`config.mk`:
```
export PLATFORM = sky130hd
export DESIGN_NAME = stwa_cell
export DESIGN_NICKNAME = d
export VERILOG_FILES = /design/src/rtl/stwa_pkg.sv /design/src/rtl/stwa_cell.sv
export SDC_FILE = /design/constraint.sdc
export NUM_CORES = 1
export LEC_CHECK = 0
export ABC_AREA = 1
export CAP_MARGIN = 20
export CORE_AREA = 4 4 175 177
export DETAILED_ROUTE_END_ITERATION = 8
export DIE_AREA = 0 0 179 181
export DONT_BUFFER_PORTS = 1
export PLACE_DENSITY = 0.49
export SLEW_MARGIN = 30
export SYNTH_ARGS = -nofsm -noshare
export SYNTH_HDL_FRONTEND = slang
export SYNTH_SLANG_ARGS = --single-unit
export TNS_END_PERCENT = 20
```
`constraint.sdc`:
```
create_clock -name i_clk -period 9.6 [get_ports i_clk]
set_input_delay 1.92 -clock i_clk [delete_from_list [all_inputs] [get_ports i_clk]]
set_output_delay 1.92 -clock i_clk [all_outputs]
set_load 0.005 [all_outputs]
```
`src/rtl/stwa_pkg.sv`:
```
package stwa_pkg;

    localparam int unsigned SLOT_COUNT_DEF = 64;

    typedef enum logic [2:0] {
        ACT_CLEAR    = 3'd0,
        ACT_SWAP     = 3'd1,
        ACT_INSERT   = 3'd2,
        ACT_DELETE   = 3'd3,
        ACT_READ     = 3'd4,
        ACT_ALLOCATE = 3'd5,
        ACT_RELEASE  = 3'd6,
        ACT_FIND     = 3'd7
    } t_action;

    typedef enum logic [1:0] {
        ST_FREE     = 2'd0,
        ST_RESERVED = 2'd1,
        ST_OCCUPIED = 2'd2
    } t_status;

    typedef struct packed {
        t_action     action;
        logic [7:0]  slot_a;
        logic [7:0]  slot_b;
        logic [63:0] item_in;
    } t_req;

    typedef struct packed {
        logic        ok;
        logic [7:0]  slot_out;
        logic [63:0] item_out;
        logic [7:0]  used_count;
    } t_rsp;

    // Token that walks down the row of cells, one cell per cycle.
    typedef struct packed {
        t_action     act;
        logic [7:0]  slot_a;     // for swap: the lower index
        logic [7:0]  slot_b;     // for swap: the higher index
        logic [63:0] item;
        logic        live;
        logic        pass;
        logic        ok;
        logic        hit;
        logic [7:0]  idx;
        logic [63:0] item_out;
        t_status     carry_st;
        logic [63:0] carry_item;
    } t_tok;

endpackage

```
`src/rtl/stwa_cell.sv`:
```
module stwa_cell import stwa_pkg::*; #(
    parameter int unsigned IDX = 0
) (
    input  logic i_clk,
    input  logic i_rst_n,
    input  logic i_vld,
    input  t_tok i_tok,
    output logic o_vld,
    output t_tok o_tok
);

    localparam logic [7:0] MyIdx = 8'(IDX);

    t_status     r_status, n_status;
    logic [63:0] r_item, n_item;
    logic        r_vld;
    t_tok        r_tok, n_tok;
    logic        at_a, at_b;

    assign at_a = (i_tok.slot_a == MyIdx);
    assign at_b = (i_tok.slot_b == MyIdx);

    always_comb begin
        n_tok    = i_tok;
        n_status = r_status;
        n_item   = r_item;
        if (i_vld && i_tok.live) begin
            case (i_tok.act)
                ACT_CLEAR: begin
                    n_status = ST_FREE;
                end
                ACT_SWAP: begin
                    // The first pass picks up the higher slot; the second pass
                    // exchanges it with the lower slot and drops that one at the higher.
                    if (!i_tok.pass) begin
                        if (at_b) begin
                            n_tok.carry_st   = r_status;
                            n_tok.carry_item = r_item;
                        end
                    end else if (at_a) begin
                        n_status         = i_tok.carry_st;
                        n_item           = i_tok.carry_item;
                        n_tok.carry_st   = r_status;
                        n_tok.carry_item = r_item;
                    end else if (at_b) begin
                        n_status = i_tok.carry_st;
                        n_item   = i_tok.carry_item;
                    end
                end
                ACT_INSERT: begin
                    if (at_a && r_status == ST_RESERVED) begin
                        n_status = ST_OCCUPIED;
                        n_item   = i_tok.item;
                        n_tok.ok = 1'b1;
                    end
                end
                ACT_DELETE: begin
                    if (at_a && r_status == ST_OCCUPIED) begin
                        n_status       = ST_FREE;
                        n_item         = '0;
                        n_tok.item_out = r_item;
                        n_tok.ok       = 1'b1;
                    end
                end
                ACT_READ: begin
                    if (at_a && r_status == ST_OCCUPIED) begin
                        n_tok.item_out = r_item;
                        n_tok.ok       = 1'b1;
                    end
                end
                ACT_ALLOCATE: begin
                    if (!i_tok.hit && r_status == ST_FREE) begin
                        n_status  = ST_RESERVED;
                        n_tok.hit = 1'b1;
                        n_tok.idx = MyIdx;
                        n_tok.ok  = 1'b1;
                    end
                end
                ACT_RELEASE: begin
                    if (at_a && r_status == ST_RESERVED) begin
                        n_status = ST_FREE;
                        n_tok.ok = 1'b1;
                    end
                end
                ACT_FIND: begin
                    if (!i_tok.hit && r_status == ST_OCCUPIED && r_item == i_tok.item) begin
                        n_tok.hit = 1'b1;
                        n_tok.idx = MyIdx;
                        n_tok.ok  = 1'b1;
                    end
                end
                default: begin
                    n_tok = i_tok;
                end
            endcase
        end
    end

    always_ff @(posedge i_clk) begin
        if (!i_rst_n) begin
            r_vld    <= 1'b0;
            r_status <= ST_FREE;
        end else begin
            r_vld    <= i_vld;
            r_status <= n_status;
        end
    end

    always_ff @(posedge i_clk) begin
        r_tok  <= n_tok;
        r_item <= n_item;
    end

    assign o_vld = r_vld;
    assign o_tok = r_tok;

endmodule

```
# == Word-level counts from Yosys, hierarchy flattened ==
# Index checks and enable logic that the tools add are counted.
# op_classes
mul,0
eq_ne,16
reduce_logical,17
bitwise_logic,0
shift,0
addsub,0
n_div,0
magnitude_cmp,0
mux,27
# ops
operator,n
64-bit 2-to-1 mux,7
66-bit 2-to-1 mux,4
64-bit case mux with 3 select lines,1
140-bit 2-to-1 mux,1
64-bit equality test,1
10-bit 2-to-1 mux,2
9-bit case mux with 2 select lines,1
8-bit zero test,2
2-bit 2-to-1 mux,7
"3-bit equality test, second input constant",4
2-bit case mux with 6 select lines,1
"2-bit inequality test, second input constant",5
8-bit AND reduction,1
"3-bit by 2-bit equality test with 1-bit output, second input constant",2
1-bit logical AND,6
6-bit AND reduction,1
6-bit nonzero test,1
1-bit case mux with 4 select lines,1
2-bit OR reduction,2
"3-bit by 1-bit equality test with 1-bit output, second input constant",1
3-bit zero test,1
"3-bit inequality test, second input constant",1
3-bit nonzero test,1
"2-bit by 1-bit equality test with 1-bit output, second input constant",1
other kinds (4),5
# word_totals
mem_count,0
input_bits,228
latch_bits,0
rom_bits,0
wordCells,75
ramBits,0
ff_bits,292
out_inout_bits,226

# == Logic depth before layout (Yosys ltp) ==
# logic_depth
word_depth,6
depth_mapped,12
ltp_nobuf,12

# == Worst setup path after synthesis ==
# No wires, ideal clock.
# synth_timing
kind,input-to-reg
startpoint,input i_tok[214] (netlist name)
endpoint,register r_item[0] (enable)
t_arrival_ns,6.946
cell_stages,7
setup_ns,0.565
slack_ns,2.089
path_buffers,0
t_required_ns,9.035
cell_sequence,nor2_1 nand2_1 nor2_1 nand3_1 nand3_1 nand2_1 nor3_1
# synth_between
elab_chain_cells,4
word_cells_on_any_way,7
cone_classes,eq/ne: 3; reduce/logical: 4
# synth_rtl
item,line_no,rtl
start: declaration,stwa_cell.sv:7,"input t_tok i_tok,"
8-bit zero test *,stwa_cell.sv:20,assign at_a = (i_tok.slot_a == MyIdx);
"1-bit logical AND, on equally long branches","stwa_cell.sv:58, stwa_cell.sv:51",
2-bit inequality test (no source line),-,
6-bit AND reduction (no source line) *,-,
end signal: assignment,stwa_cell.sv:111,r_item <= n_item;
end: declaration,stwa_cell.sv:15,"logic [63:0] r_item, n_item;"
# Mark *: on every way between the ends. The rest lies on a longest branch, timed or not.
# A chain may end at the register's enable or synchronous reset.

==> summary.md <==
| Metric | Value |
|---|---|
| Clock Root Buffer | clkbuf_16 |
| Layout cells sized above 1 | 6.03% |
| PD cells | between 200 and 250 mW/mm^2 |
| Fin Hold WS | 0.521 ns |
| Synth Cell Area | between 0.01 and 0.015 sq mm |
| Max-slew headroom | 47.9% |
| DR WL/cell | 19.9 um |
| CTS clk-pin slew, worst paths | 0.06 ns |
| RSZ-0062 raised after global routing | no |
| Data arrival, critical path | 4.21 ns |
| Core Box Area | 0.0292 sq mm |
| Status | completed |
| Ports | 454 |
| Synth unique cells | 29 |
| Max_cap viols | 0 |
| Port Buf Inserts | 0 |
| Initial Util | a little over a third |
| Critical Path Sink Type | register |
| Layout Nets | 1316 |
| Setup bufs post-CTS | 0 |
| Via Count | 7153 |
| Routability cong. | 0.782 |
| Share of the synthesized area in the top cell type | between 40% and 50% |
| Post-Syn Instances | roughly 1100 |
| Die height | 181 um |
| Sequential share of the synthesized area | 62.1% |
| Worst-skew pair later-pin latency | 0.55 ns |
| CTS tree | built |
| Worst-path fanout max | 35 |
| Syn. warnings | 0 |
| Clock Sinks | approximately 300 |
| Fin crit period | 3.78 ns |
| Reg area | 0.00649 sq mm |
| Avg Cell Area, Syn | 9.59 sq um |
| Detailed router's first-iteration violation count | 334 |
| Total CTS buffers | 30 |
| Multi-input gate area | about 0.0032 sq mm |
| Fillers | 2891 |
| Final period util | between 30% and 40% |
| Synth-to-layout area growth | 13.2% |
| Total power | 2.64 mW |
| Hold Violations, Final | 0 |
| Global Route Usage Sum | 17.5% |
| Fin Setup TNS | 0 ns |
| GRT overflow | 0 |
| Fmax | roughly 260 MHz |
| Worst IR drop on VDD | 133 uV |
| Worst hold path class | reg2reg |
| Die span in x | 179 um |
| CP Data Required Time | between 10 and 15 ns |
| # H-tree levels | 1 |
| Final Max Slew Viols | 0 |
| Commonest cells after routing, fill and taps aside | nand2_1, dfxtp_1, o21ai_0 |
| Slew @ Worst Pin | 0.780 ns |
| Vias per std cell | 4.76 |
| Clock buffer depth | 3 |
| Leak | 5.15 nW |
| Setup violators final | 0 |
| DR DRC count | 0 |
| Post_cts resized | 0 |
| Largest net degree at the start of global routing | roughly 110 |
| Worst Clk Skew | a little over 0.008 ns |
| CP Class | in2reg |
| Most common cell after layout, fill and taps aside | nand2_1 |
| Post-DP HPWL | 22000 um |
| Vias in the first global route | 7188 |
| Synthesis-stage register bit count | 292 |
| Dominant cell type by area after synthesis | dfxtp_1 |
| Utilization of the core after routing | 40.4% |
| Post-CTS Hold Buffers | 0 |
| # rows | between 60 and 70 |
| Routed Antenna Nets | 0 |
| Global-route wire length before repair | 43600 um |
| WL final | 29900 um |
| Die area | 0.0324 sq mm |
| Syn nets | 1317 |
| Nature of the critical path startpoint | input port |
| Synth area leaders | dfxtp_1, edfxtp_1, nand2_1 |
| DRT Pass-1 Iters | 5 |
| Antenna violations before repair | 2 |
==> through the flow <==
step | cell area (sq um) | cells | worst slack [ns]
after floorplan | 10400 | 1089 | 2.09
after global placement | 10800 | 1445 | 4.84
after detailed placement | 10800 | 1446 | 5.20
after CTS | 11800 | 1501 | 5.79
after global routing | 11800 | 1501 | 5.62
final | 11800 | 1502 | 5.82
==> kinds of logic (layout without fill, tap and decap cells) <==
family	Yosys count	in the layout	synth area share, %
muxes	65	65	7.00
and+or+nand+nor	338	338	13.0
AOI/OAI and AO/OA	209	209	10.3
xor gates and xnor gates	8	8	0.671
other	0	1	0
DFF	292	292	62.1
buffers and inverters	177	199	6.94
==> report_power, final <==
part	switching (mW)	internal [mW]	total [mW]
logic	0.0606	0.0406	0.101
registers	0.0411	1.32	1.36
clock network	0.475	0.695	1.17
==> metal layers <==
layer | part of all wire (%) | GRT usage, %
met3 | 11 | 6.11
met1 | 37 | 19.6
met5 | 0.070 | 0
met2 | 50 | 31.3
met4 | 2.2 | 4.57
==> final timing paths <==
kind	depth (start not counted)	end	slack [ns]	start
hold reg to reg	1	o_tok[82]$_DFF_P_	0.52	r_item[16]$_DFFE_PP_
setup / recovery	8	o_tok[67]$_DFF_P_	5.82	i_tok[215]
hold / removal	1	o_tok[82]$_DFF_P_	0.52	r_item[16]$_DFFE_PP_
setup reg to reg	5	o_tok[67]$_DFF_P_	7.17	r_status[1]$_SDFFE_PN0P_
==> layout make-up <==
| type | count | area share, % |
|---|---|---|
| well taps | 390 | 4.13 |
| repair buffers | 5 | 0.519 |
| multi-input cells | 620 | 27.5 |
| flip-flops and latches | 292 | 54.9 |
| inverters | 139 | 4.46 |
| clock inverters | 9 | 0.635 |
| clock buffers | 46 | 7.91 |
| diodes | 1 | 0.0212 |
==> critical path, cell delays in order <==
cell and delay, ns:
nor2_1 0.13, nand2_1 0.07, nor2_1 0.22, nand3_1 0.22
nor2_4 0.52, buf_16 0.23, buf_4 0.46, mux2_2 0.39
==> registers in the layout (all words and copies together), names as in the netlist <==
name and count:
o_tok 225, o_vld 1, r_item 64, r_status 2
==> Yosys cell counts, drive strengths merged <==
cell type and n:
nor2 63, mux2 64, xor2 2, o211ai 1, nand3 12, nor3 2
o21ai 186, nand4 15, o2111ai 1, clkbuf 22, nand3b 1, edfxtp 64
and2 1, a21oi 13, inv 139, dfxtp 228, mux2i 1, xnor2 6
nand2 242, nor4 2, buf 16, a21boi 8
Note: power is estimated with default switching activity, not from simulation.
